**src/sv/mlp_sigmoid_softmax_inference_core_defines.svh**
```systemverilog
// Assertion macros shared by the inference core RTL.
`ifndef MLP_SIGMOID_SOFTMAX_INFERENCE_CORE_DEFINES_SVH
`define MLP_SIGMOID_SOFTMAX_INFERENCE_CORE_DEFINES_SVH
`ifndef NO_ASSERTIONS
// Same-cycle implication
`define MSS_ASSERT_IMPL(lbl, clk, rst_n, ante, cons) \
    lbl: assert property (@(posedge clk) disable iff (!rst_n) (ante) |-> (cons)) \
        else $error("implication check failed");
// Next-cycle implication
`define MSS_ASSERT_NEXT(lbl, clk, rst_n, ante, cons) \
    lbl: assert property (@(posedge clk) disable iff (!rst_n) (ante) |=> (cons)) \
        else $error("next-cycle check failed");
`else
`define MSS_ASSERT_IMPL(lbl, clk, rst_n, ante, cons)
`define MSS_ASSERT_NEXT(lbl, clk, rst_n, ante, cons)
`endif
`endif

```
**src/sv/mss_pkg.sv**
```systemverilog
// Types, constants and helpers for the MLP inference core.
package mss_pkg;

    localparam int MAX_WIDTH         = 64;
    localparam int MAX_WEIGHT_LAYERS = 3;
    localparam int VALUE_BITS        = 16;

    localparam int IDX_BITS      = $clog2(MAX_WIDTH);
    localparam int CNT_BITS      = IDX_BITS + 1;
    localparam int LAYER_BITS    = 2;
    localparam int WT_DEPTH      = MAX_WEIGHT_LAYERS * (2 ** (2 * IDX_BITS));
    localparam int WT_ADDR_BITS  = $clog2(WT_DEPTH);
    localparam int ACT_DEPTH     = 2 * (2 ** IDX_BITS);
    localparam int ACT_ADDR_BITS = IDX_BITS + 1;
    localparam int EXP_DEPTH     = 2 ** IDX_BITS;
    localparam int EXP_BITS      = 32;
    localparam int SUM_BITS      = 40;
    localparam int ACC_BITS      = 40;
    localparam int FRAC_SHIFT    = 12;
    localparam int DIV_NUM_BITS  = 48;
    localparam int DIV_DEN_BITS  = 40;
    localparam int DIV_CNT_BITS  = $clog2(DIV_NUM_BITS);
    localparam int CFG_IDX_BITS  = 3;
    localparam int CFG_DATA_BITS = 7;

    localparam int LOG2E_Q14 = 23637;
    localparam int EXP_C1    = 43024;
    localparam int EXP_C2    = 22512;

    // Register indexes
    localparam logic [CFG_IDX_BITS-1:0] CFG_INPUT_WIDTH  = 3'd0;
    localparam logic [CFG_IDX_BITS-1:0] CFG_HIDDEN_ONE   = 3'd1;
    localparam logic [CFG_IDX_BITS-1:0] CFG_HIDDEN_TWO   = 3'd2;
    localparam logic [CFG_IDX_BITS-1:0] CFG_OUTPUT_WIDTH = 3'd3;
    localparam logic [CFG_IDX_BITS-1:0] CFG_LAYER_COUNT  = 3'd4;

    // Item kinds
    localparam logic KIND_WEIGHT  = 1'b0;
    localparam logic KIND_FEATURE = 1'b1;

    typedef struct packed {
        logic                         kind;
        logic [1:0]                   layer_index;
        logic [5:0]                   node_index;
        logic [5:0]                   source_index;
        logic signed [VALUE_BITS-1:0] value;
    } t_in_item;

    typedef struct packed {
        logic [5:0]  class_index;
        logic [15:0] probability;
        logic        last_class;
    } t_out_item;

    // Controller to datapath commands
    typedef struct packed {
        logic                     wt_we;
        logic [WT_ADDR_BITS-1:0]  wt_raddr;
        logic                     act_we;
        logic                     act_from_item;
        logic [ACT_ADDR_BITS-1:0] act_waddr;
        logic [ACT_ADDR_BITS-1:0] act_raddr;
        logic                     mac_issue;
        logic                     mac_first;
        logic                     exp_go;
        logic                     sig_mode;
        logic                     exp_we;
        logic [IDX_BITS-1:0]      exp_addr;
        logic                     sum_clear;
        logic                     div_sig;
        logic                     div_prob;
        logic                     emit;
        logic                     emit_last;
    } t_dp_cmd;

    // Datapath to controller status
    typedef struct packed {
        logic mac_busy;
        logic exp_done;
        logic div_done;
    } t_dp_status;

    // A width of zero counts as one; larger than the array saturates.
    function automatic logic [CNT_BITS-1:0] clamp_width(input logic [CFG_DATA_BITS-1:0] w);
        logic [CNT_BITS-1:0] r;
        if (w == '0) begin
            r = CNT_BITS'(1);
        end else if (CFG_DATA_BITS'(w) > CFG_DATA_BITS'(MAX_WIDTH)) begin
            r = CNT_BITS'(MAX_WIDTH);
        end else begin
            r = CNT_BITS'(w);
        end
        return r;
    endfunction

endpackage

```
**src/sv/mss_ctrl.sv**
```systemverilog
// Controller: configuration registers and the layer/node/source sequencer.
`include "mlp_sigmoid_softmax_inference_core_defines.svh"
module mss_ctrl (
    input  logic                                 i_clk,
    input  logic                                 i_rst_n,
    input  logic                                 i_start,
    output logic                                 o_busy,
    input  mss_pkg::t_in_item                    i_item,
    input  logic                                 i_cfg_valid,
    input  logic [mss_pkg::CFG_IDX_BITS-1:0]     i_cfg_index,
    input  logic [mss_pkg::CFG_DATA_BITS-1:0]    i_cfg_data,
    input  mss_pkg::t_dp_status                  i_status,
    output mss_pkg::t_dp_cmd                     o_cmd
);

    localparam int IB = mss_pkg::IDX_BITS;
    localparam int CB = mss_pkg::CNT_BITS;

    typedef enum logic [7:0] {
        S_IDLE      = 8'b0000_0001,
        S_MAC       = 8'b0000_0010,
        S_DRAIN     = 8'b0000_0100,
        S_EXP       = 8'b0000_1000,
        S_DIV       = 8'b0001_0000,
        S_OUT_RD    = 8'b0010_0000,
        S_OUT_START = 8'b0100_0000,
        S_OUT_DIV   = 8'b1000_0000
    } t_state;

    t_state r_state, n_state;
    logic [mss_pkg::CFG_DATA_BITS-1:0] r_cfg_in, r_cfg_h1, r_cfg_h2, r_cfg_out;
    logic [1:0]                        r_cfg_layers;
    logic [1:0]                        r_layer, n_layer;
    logic [IB-1:0]                     r_node, n_node;
    logic [IB-1:0]                     r_src, n_src;
    logic                              r_bank, n_bank;

    logic [1:0]    w_layers;
    logic [1:0]    w_last_layer;
    logic          w_is_last;
    logic [CB-1:0] w_iw, w_h1, w_h2, w_ow;
    logic [CB-1:0] w_k, w_n;
    logic          w_feat_ok;
    logic          w_pass_go;
    logic          w_node_end;
    mss_pkg::t_dp_cmd cmd;

    // Configuration registers
    always_ff @(posedge i_clk) begin
        if (!i_rst_n) begin
            r_cfg_in     <= 7'd64;
            r_cfg_h1     <= 7'd64;
            r_cfg_h2     <= 7'd64;
            r_cfg_out    <= 7'd3;
            r_cfg_layers <= 2'd3;
        end else if (i_cfg_valid) begin
            unique case (i_cfg_index)
                mss_pkg::CFG_INPUT_WIDTH:  r_cfg_in     <= i_cfg_data;
                mss_pkg::CFG_HIDDEN_ONE:   r_cfg_h1     <= i_cfg_data;
                mss_pkg::CFG_HIDDEN_TWO:   r_cfg_h2     <= i_cfg_data;
                mss_pkg::CFG_OUTPUT_WIDTH: r_cfg_out    <= i_cfg_data;
                mss_pkg::CFG_LAYER_COUNT:  r_cfg_layers <= i_cfg_data[1:0];
                default: ;
            endcase
        end
    end

    // Effective sizes
    assign w_iw = mss_pkg::clamp_width(r_cfg_in);
    assign w_h1 = mss_pkg::clamp_width(r_cfg_h1);
    assign w_h2 = mss_pkg::clamp_width(r_cfg_h2);
    assign w_ow = mss_pkg::clamp_width(r_cfg_out);
    always_comb begin
        if (r_cfg_layers == 2'd0) begin
            w_layers = 2'd1;
        end else if (r_cfg_layers > 2'(mss_pkg::MAX_WEIGHT_LAYERS)) begin
            w_layers = 2'(mss_pkg::MAX_WEIGHT_LAYERS);
        end else begin
            w_layers = r_cfg_layers;
        end
    end
    assign w_last_layer = w_layers - 2'd1;
    assign w_is_last    = (r_layer == w_last_layer);

    // Fan-in of the current layer and node count of its destination
    always_comb begin
        if (r_layer == 2'd0) begin
            w_k = w_iw;
        end else if (r_layer == 2'd1) begin
            w_k = w_h1;
        end else begin
            w_k = w_h2;
        end
        if (w_is_last) begin
            w_n = w_ow;
        end else if (r_layer == 2'd0) begin
            w_n = w_h1;
        end else begin
            w_n = w_h2;
        end
    end

    assign w_feat_ok  = (CB'(i_item.source_index) < w_iw);
    assign w_pass_go  = i_item.kind == mss_pkg::KIND_FEATURE && w_feat_ok
                     && (CB'(i_item.source_index) == w_iw - CB'(1));
    assign w_node_end = (CB'(r_node) == w_n - CB'(1));

    // Sequencer
    always_comb begin
        n_state = r_state;
        n_layer = r_layer;
        n_node  = r_node;
        n_src   = r_src;
        n_bank  = r_bank;
        cmd           = '0;
        cmd.wt_raddr  = mss_pkg::WT_ADDR_BITS'({r_layer, r_node, r_src});
        cmd.act_raddr = {r_bank, r_src};
        cmd.act_waddr = {~r_bank, r_node};
        cmd.exp_addr  = r_node;
        cmd.emit_last = (CB'(r_node) == w_ow - CB'(1));
        unique case (r_state)
            S_IDLE: begin
                if (i_start) begin
                    if (i_item.kind == mss_pkg::KIND_WEIGHT) begin
                        cmd.wt_we = (32'(i_item.layer_index) < mss_pkg::MAX_WEIGHT_LAYERS);
                    end else if (w_feat_ok) begin
                        cmd.act_we        = 1'b1;
                        cmd.act_from_item = 1'b1;
                        cmd.act_waddr     = {1'b0, IB'(i_item.source_index)};
                    end
                    if (w_pass_go) begin
                        cmd.sum_clear = 1'b1;
                        n_layer = '0;
                        n_node  = '0;
                        n_src   = '0;
                        n_bank  = 1'b0;
                        n_state = S_MAC;
                    end
                end
            end
            S_MAC: begin
                cmd.mac_issue = 1'b1;
                cmd.mac_first = (r_src == '0);
                if (CB'(r_src) == w_k - CB'(1)) begin
                    n_state = S_DRAIN;
                end else begin
                    n_src = r_src + 1'b1;
                end
            end
            S_DRAIN: begin
                if (!i_status.mac_busy) begin
                    cmd.exp_go   = 1'b1;
                    cmd.sig_mode = !w_is_last;
                    n_state      = S_EXP;
                end
            end
            S_EXP: begin
                if (i_status.exp_done) begin
                    if (w_is_last) begin
                        cmd.exp_we = 1'b1;
                        n_src = '0;
                        if (w_node_end) begin
                            n_node  = '0;
                            n_state = S_OUT_RD;
                        end else begin
                            n_node  = r_node + 1'b1;
                            n_state = S_MAC;
                        end
                    end else begin
                        cmd.div_sig = 1'b1;
                        n_state     = S_DIV;
                    end
                end
            end
            S_DIV: begin
                if (i_status.div_done) begin
                    cmd.act_we = 1'b1;
                    n_src      = '0;
                    n_state    = S_MAC;
                    if (w_node_end) begin
                        n_node  = '0;
                        n_layer = r_layer + 1'b1;
                        n_bank  = ~r_bank;
                    end else begin
                        n_node = r_node + 1'b1;
                    end
                end
            end
            S_OUT_RD: begin
                n_state = S_OUT_START;
            end
            S_OUT_START: begin
                cmd.div_prob = 1'b1;
                n_state      = S_OUT_DIV;
            end
            S_OUT_DIV: begin
                if (i_status.div_done) begin
                    cmd.emit = 1'b1;
                    if (cmd.emit_last) begin
                        n_state = S_IDLE;
                    end else begin
                        n_node  = r_node + 1'b1;
                        n_state = S_OUT_RD;
                    end
                end
            end
            default: begin
                n_state = S_IDLE;
            end
        endcase
    end

    always_ff @(posedge i_clk) begin
        if (!i_rst_n) begin
            r_state <= S_IDLE;
            r_layer <= '0;
            r_node  <= '0;
            r_src   <= '0;
            r_bank  <= 1'b0;
        end else begin
            r_state <= n_state;
            r_layer <= n_layer;
            r_node  <= n_node;
            r_src   <= n_src;
            r_bank  <= n_bank;
        end
    end

    assign o_busy = (r_state != S_IDLE);
    assign o_cmd  = cmd;

    // Checks
    `MSS_ASSERT_NEXT(a_pass_start, i_clk, i_rst_n, (r_state == S_IDLE) && i_start && w_pass_go, r_state == S_MAC)
    `MSS_ASSERT_IMPL(a_exp_only_last, i_clk, i_rst_n, cmd.exp_we, w_is_last)
    `MSS_ASSERT_IMPL(a_emit_on_quot, i_clk, i_rst_n, cmd.emit, i_status.div_done && (r_state == S_OUT_DIV))

endmodule

```
**config.mk**
```make
export PLATFORM = sky130hd
export DESIGN_NAME = mss_ctrl
export DESIGN_NICKNAME = d
export VERILOG_FILES = /design/src/sv/mss_pkg.sv /design/src/sv/mss_ctrl.sv
export VERILOG_INCLUDE_DIRS = /design/src /design/src/sv
export SDC_FILE = /design/constraint.sdc
export NUM_CORES = 1
export LEC_CHECK = 0
export ABC_AREA = 1
export BUFFER_PORTS_ARGS = -buffer_cell sky130_fd_sc_hd__buf_2
export CORE_MARGIN = 2
export CORE_UTILIZATION = 25
export DETAILED_ROUTE_END_ITERATION = 6
export RECOVER_POWER = 25
export SLEW_MARGIN = 20
export SYNTH_ARGS = -nofsm -noshare
export SYNTH_HDL_FRONTEND = slang
export SYNTH_SLANG_ARGS = --single-unit
```
**constraint.sdc**
```tcl
create_clock -name i_clk -period 3.1 [get_ports i_clk]
set_input_delay 0.62 -clock i_clk [delete_from_list [all_inputs] [get_ports i_clk]]
set_output_delay 0.62 -clock i_clk [all_outputs]
set_load 0.02 [all_outputs]
```
======== Word-level counts from Yosys, hierarchy flattened ========
Index checks and enable logic that the tools add are counted.
storage, ports and cells
  flip-flop bits (word level) ............. 53
  input bits .............................. 48
operators by class
  reductions and logical operators ........ 23
  magnitude comparators ................... 7
  add/sub/neg operators ................... 8
  bitwise logic cells ..................... 1
  muxes and demuxes ....................... 72
  equality and inequality tests ........... 30
operators by type and width
  kind                                                                count
  6-bit two-way mux                                                   15
  7-bit two-way mux                                                   12
  8-bit two-way mux                                                   8
  8-bit one-hot mux with 8 select lines                               1
  6-bit one-hot mux with 4 select lines                               2
  6-bit by 7-bit == test with 1-bit output                            4
  7-bit greater-than comparator, second input constant                4
  7-bit logical NOT                                                   4
  7-bit by 1-bit subtractor with 7-bit output, second input constant  4
  9-bit two-way mux                                                   3
  2-bit inequality test, second input constant                        11
  1-bit two-way mux                                                   19
  2-bit two-way mux                                                   9
  7-bit AND reduction                                                 2
  6-bit by 1-bit adder with 6-bit output, second input constant       2
  2-bit AND reduction                                                 5
  8-bit by 1-bit == test with 1-bit output, second input constant     1
  8-bit by 2-bit == test with 1-bit output, second input constant     1
  8-bit by 3-bit == test with 1-bit output, second input constant     1
  8-bit by 4-bit == test with 1-bit output, second input constant     1
  8-bit by 5-bit == test with 1-bit output, second input constant     1
  8-bit by 6-bit == test with 1-bit output, second input constant     1
  8-bit by 7-bit == test with 1-bit output, second input constant     1
  8-bit == test, second input constant                                1
  other kinds (23)                                                    28

======== Longest topological paths before layout ========
  depth in word-level cells ............... 12
  gate-level depth with buffers ........... 24
  gate-level depth less buffers ........... 24

======== Worst setup path after synthesis ========
Ideal clock, no wire load.
  path type ............................... reg2out
  start ................................... register r_cfg_in[5] (netlist name)
  end ..................................... output port o_cmd[23] (netlist name)
  buffers on the path ..................... 1
  path slack .............................. 0.209 ns
  arrival time ............................ 2.271 ns
  required time ........................... 2.480 ns
  stages on the path, launching flop included .. 13
  path through ............................ dfxtp_1 -> nor2_1 -> nand4_1 -> nand2_1 -> nand2_1 -> ha_1 -> nand2_1 -> nor2_1 -> a21oi_1 -> nand3_1 -> nor2_1 -> clkbuf_1 -> o21ai_0
RTL lines
  what                      RTL line        RTL
  start: declaration        mss_ctrl.sv:31  logic [mss_pkg::CFG_DATA_BITS-1:0] r_cfg_in, r_cfg_h1, r_cfg_h2, r_cfg_out;
  start signal: assignment  mss_ctrl.sv:58  mss_pkg::CFG_INPUT_WIDTH: r_cfg_in <= i_cfg_data;
  end: declaration          mss_ctrl.sv:13  output mss_pkg::t_dp_cmd o_cmd

==> out/summary.txt <==
Required @ worst endpoint: 2.48 ns
Net Count, Synth: 744
GP Congestion: 0.913
vias in the first global route: 4116
clk buf depth: 2
Max Fclk: 326 MHz
number of antenna-violating nets in the routed design: 0
worst flop-to-flop path endpoint: r_layer[1]
Cell Chain, Critical Path: nor2_4 -> nand4_1 -> nand2_2 -> nand2_4 -> ha_4 -> nand2_2 -> nor2_2 -> a21oi_1 -> nand3_2 -> nor2_4 -> buf_6 -> buf_6 -> nor2_1 -> buf_4
Clock Sinks: 53
clock transition at the registers of the reported paths: 0.07 ns
Layout Nets: 830
Gate Count Post-Synth: 681
# H-tree levels: 2
violated checks: max-capacitance violations, max-slew violations
clk_lat worst skew: 0.30 ns
DRT Pass-1 Iters: 4
initial detailed-routing violation count: 262
IO Port Bufs: 73
share of layout cells above drive strength 1: 23.2%
Peak VDD IR: 0.000262 V
setup slack, reg-to-reg: 0.26 ns
final setup fails: 0
cells on worst reg2reg path: 18
crit path capture type: output pin
antenna violations before repair: 0
Setup CP Type: reg -> out
dpl cell area: 4780 sq um
pre-CTS setup slack: 0.150 ns
DIE AREA: 17700 sq um
CTS tree: done
IO Pins: 96
Via-to-Cell Ratio: 4.64
Root Driver: clkbuf_16
CP Launch Point: r_cfg_in[2]
Seq/Total Area, Yosys: 25.5%
Worst Hold Class: reg -> reg
worst r2r src: r_cfg_in[1]
Final Cell Area: 5370 sq um
Distinct cells, synth: 42
grt ovf: 0
status: complete, but fails checks
#FFs+latches synth: 53
RSZ-0062 raised after global routing: true
Slew HR: -7.14%
commonest non-fill, non-tap cells in the layout: nand2_1 (147), nor2_1 (96), inv_1 (76), nand3_1 (53), buf_2 (49)
diodes inserted: 0
max-slew violations: 38
endpoints failing hold: 0
fin crit period: 3.07 ns
Leak: 2.52 nW
Die W: 133 um
Max-cap violations: 1
CP arrival: 2.45 ns
WHS Endpoint: r_cfg_h1[3]
post-detailed-route wirelength per cell: 13.6 um
Num CTS Buffers: 5
FP Rows: 47
Residual DRC: 0
top area cells in the synthesized netlist: dfxtp_1 (25%), nand2_1 (14%), nor2_1 (9.3%), inv_1 (7.2%), nand3_1 (6.7%)
Slew @ Worst Pin: 1.61 ns
Yosys warnings: 0
Syn Area/Cell: 6.12 sq um
Yosys top cell by area: dfxtp_1
hold wc startpoint: r_cfg_h1[3]
Tcrit/Tclk final: 99.1%
routed via count: 4586
GRT Util Overall: 14.7%
pin count of the biggest net entering global routing: 38
Post-Synthesis Cell Area: 4170 sq um
Post-Route WL: 13.5 mm
clock skew: 0.00874 ns
CP Launch Type: flop
Worst path slowest cell: dfxtp_4
Die Ht: 133 um
hold slack: 0.494 ns
P&R area growth vs syn: 28.9%
DP Wirelength: 10.1 mm
slowest stage delay, CP: 0.37 ns
Core ar.: 16500 sq um
P per Cell Area: 482 nW/um^2
global-route wire length before repair: 20.9 mm
most common cell after layout, fill and taps aside: nand2_1
Yosys top cell area share: 25.5%
initial core utilization: 25.3%
worst setup margin: 0.0281 ns
total power: 2.59 mW
quantity of hold-fixing buffers added after cts: 0
Worst Hold Depth: 2
CP max FO: 7
## cell usage after synthesis (all sizes together)
| master | n |
|---|---|
| nor4 | 4 |
| a211oi | 1 |
| a21oi | 33 |
| o2111ai | 1 |
| clkbuf | 6 |
| xor2 | 16 |
| a41oi | 1 |
| nand2 | 166 |
| dfxtp | 53 |
| o22ai | 3 |
| nor3 | 8 |
| nor2 | 110 |
| ha | 15 |
| xnor2 | 9 |
| nor3b | 1 |
| a21o | 1 |
| and2 | 1 |
| clkinv | 1 |
| a31oi | 1 |
| o21ai | 58 |
| o41ai | 1 |
| nand3b | 1 |
| a211o | 1 |
| buf | 18 |
| nand3 | 56 |
| inv | 93 |
| o211ai | 6 |
| nand4 | 16 |
## repair_timing
action	in CTS	in global routing
setup buffers	1	13
cloned	0	1
setup endpoints to repair	7	32
resized for setup	20	74
pin swaps	2	23
## state kept, by name (all words and copies together), names as in the netlist
register	count
r_state	8
r_cfg_h1	7
r_cfg_h2	7
r_cfg_in	7
r_cfg_out	7
r_node	6
r_src	6
r_cfg_layers	2
r_layer	2
r_bank	1
## per-layer routing
layer	track usage, %	part of all wire [%]	wire length [um]	vias up
met5	0	0	0	-
met3	3.12	4.9	661	10
li1	-	-	-	2366
met1	20.5	48	6530	2084
met4	3.55	1.4	182	0
met2	23.3	45	6090	126
## area by class of cell
| class | count | area, sq um |
|---|---|---|
| clock buffers | 5 | 125 |
| clock inverters | 3 | 65.1 |
| fillers | 1831 | 11100 |
| inverters | 94 | 353 |
| multi-input cells | 510 | 2830 |
| flip-flops and latches | 53 | 1080 |
| well taps | 220 | 275 |
| repair buffers | 103 | 649 |
## stage by stage
step	cells	TNS, ns	util, %
2_1_floorplan	681	0	-
3_3_place_gp	965	0	29.0
3_5_place_dp	965	0	29.0
4_1_cts	974	-0.00459	30.5
5_1_grt	988	-0.972	32.6
6_report	988	0	32.6
## power by group
part           switching, mW  internal, mW  leakage (nW)
clock                  0.266         0.462        0.0938
sequential            0.0438         0.722         0.435
combinational          0.718         0.376          1.99
## cells by family (layout without fill, tap and decap cells)
family | count (synthesis) | after routing | share of synthesized area [%]
and+or+nand+nor | 363 | 363 | 38.7
AOI/OAI and AO/OA | 107 | 107 | 14.2
adders and majority gates | 15 | 15 | 4.50
xor gates and xnor gates | 25 | 25 | 5.25
buffers and inverters | 118 | 205 | 11.9
DFF | 53 | 53 | 25.5
## worst max-delay path by stage
stage	to	slack, ns	cells past startpoint
2_1_floorplan	o_cmd[23]	0.21	12
3_3_place_gp	o_cmd[27]	0.15	13
3_5_place_dp	r_state[1]	0.15	20
4_1_cts	o_cmd[4]	-0.005	13
5_1_grt	o_cmd[29]	-0.14	14
6_report	o_cmd[29]	0.03	14
## critical path: cells and delay by family, from the launching register on
| kind | cells | cell delay, ns |
|---|---|---|
| buf+inv | 3 | 0.44 |
| fa+ha+maj | 1 | 0.23 |
| compound gates | 1 | 0.17 |
| flops | 1 | 0.37 |
| simple gates | 9 | 0.93 |
Power figures use the tool's default switching activity.
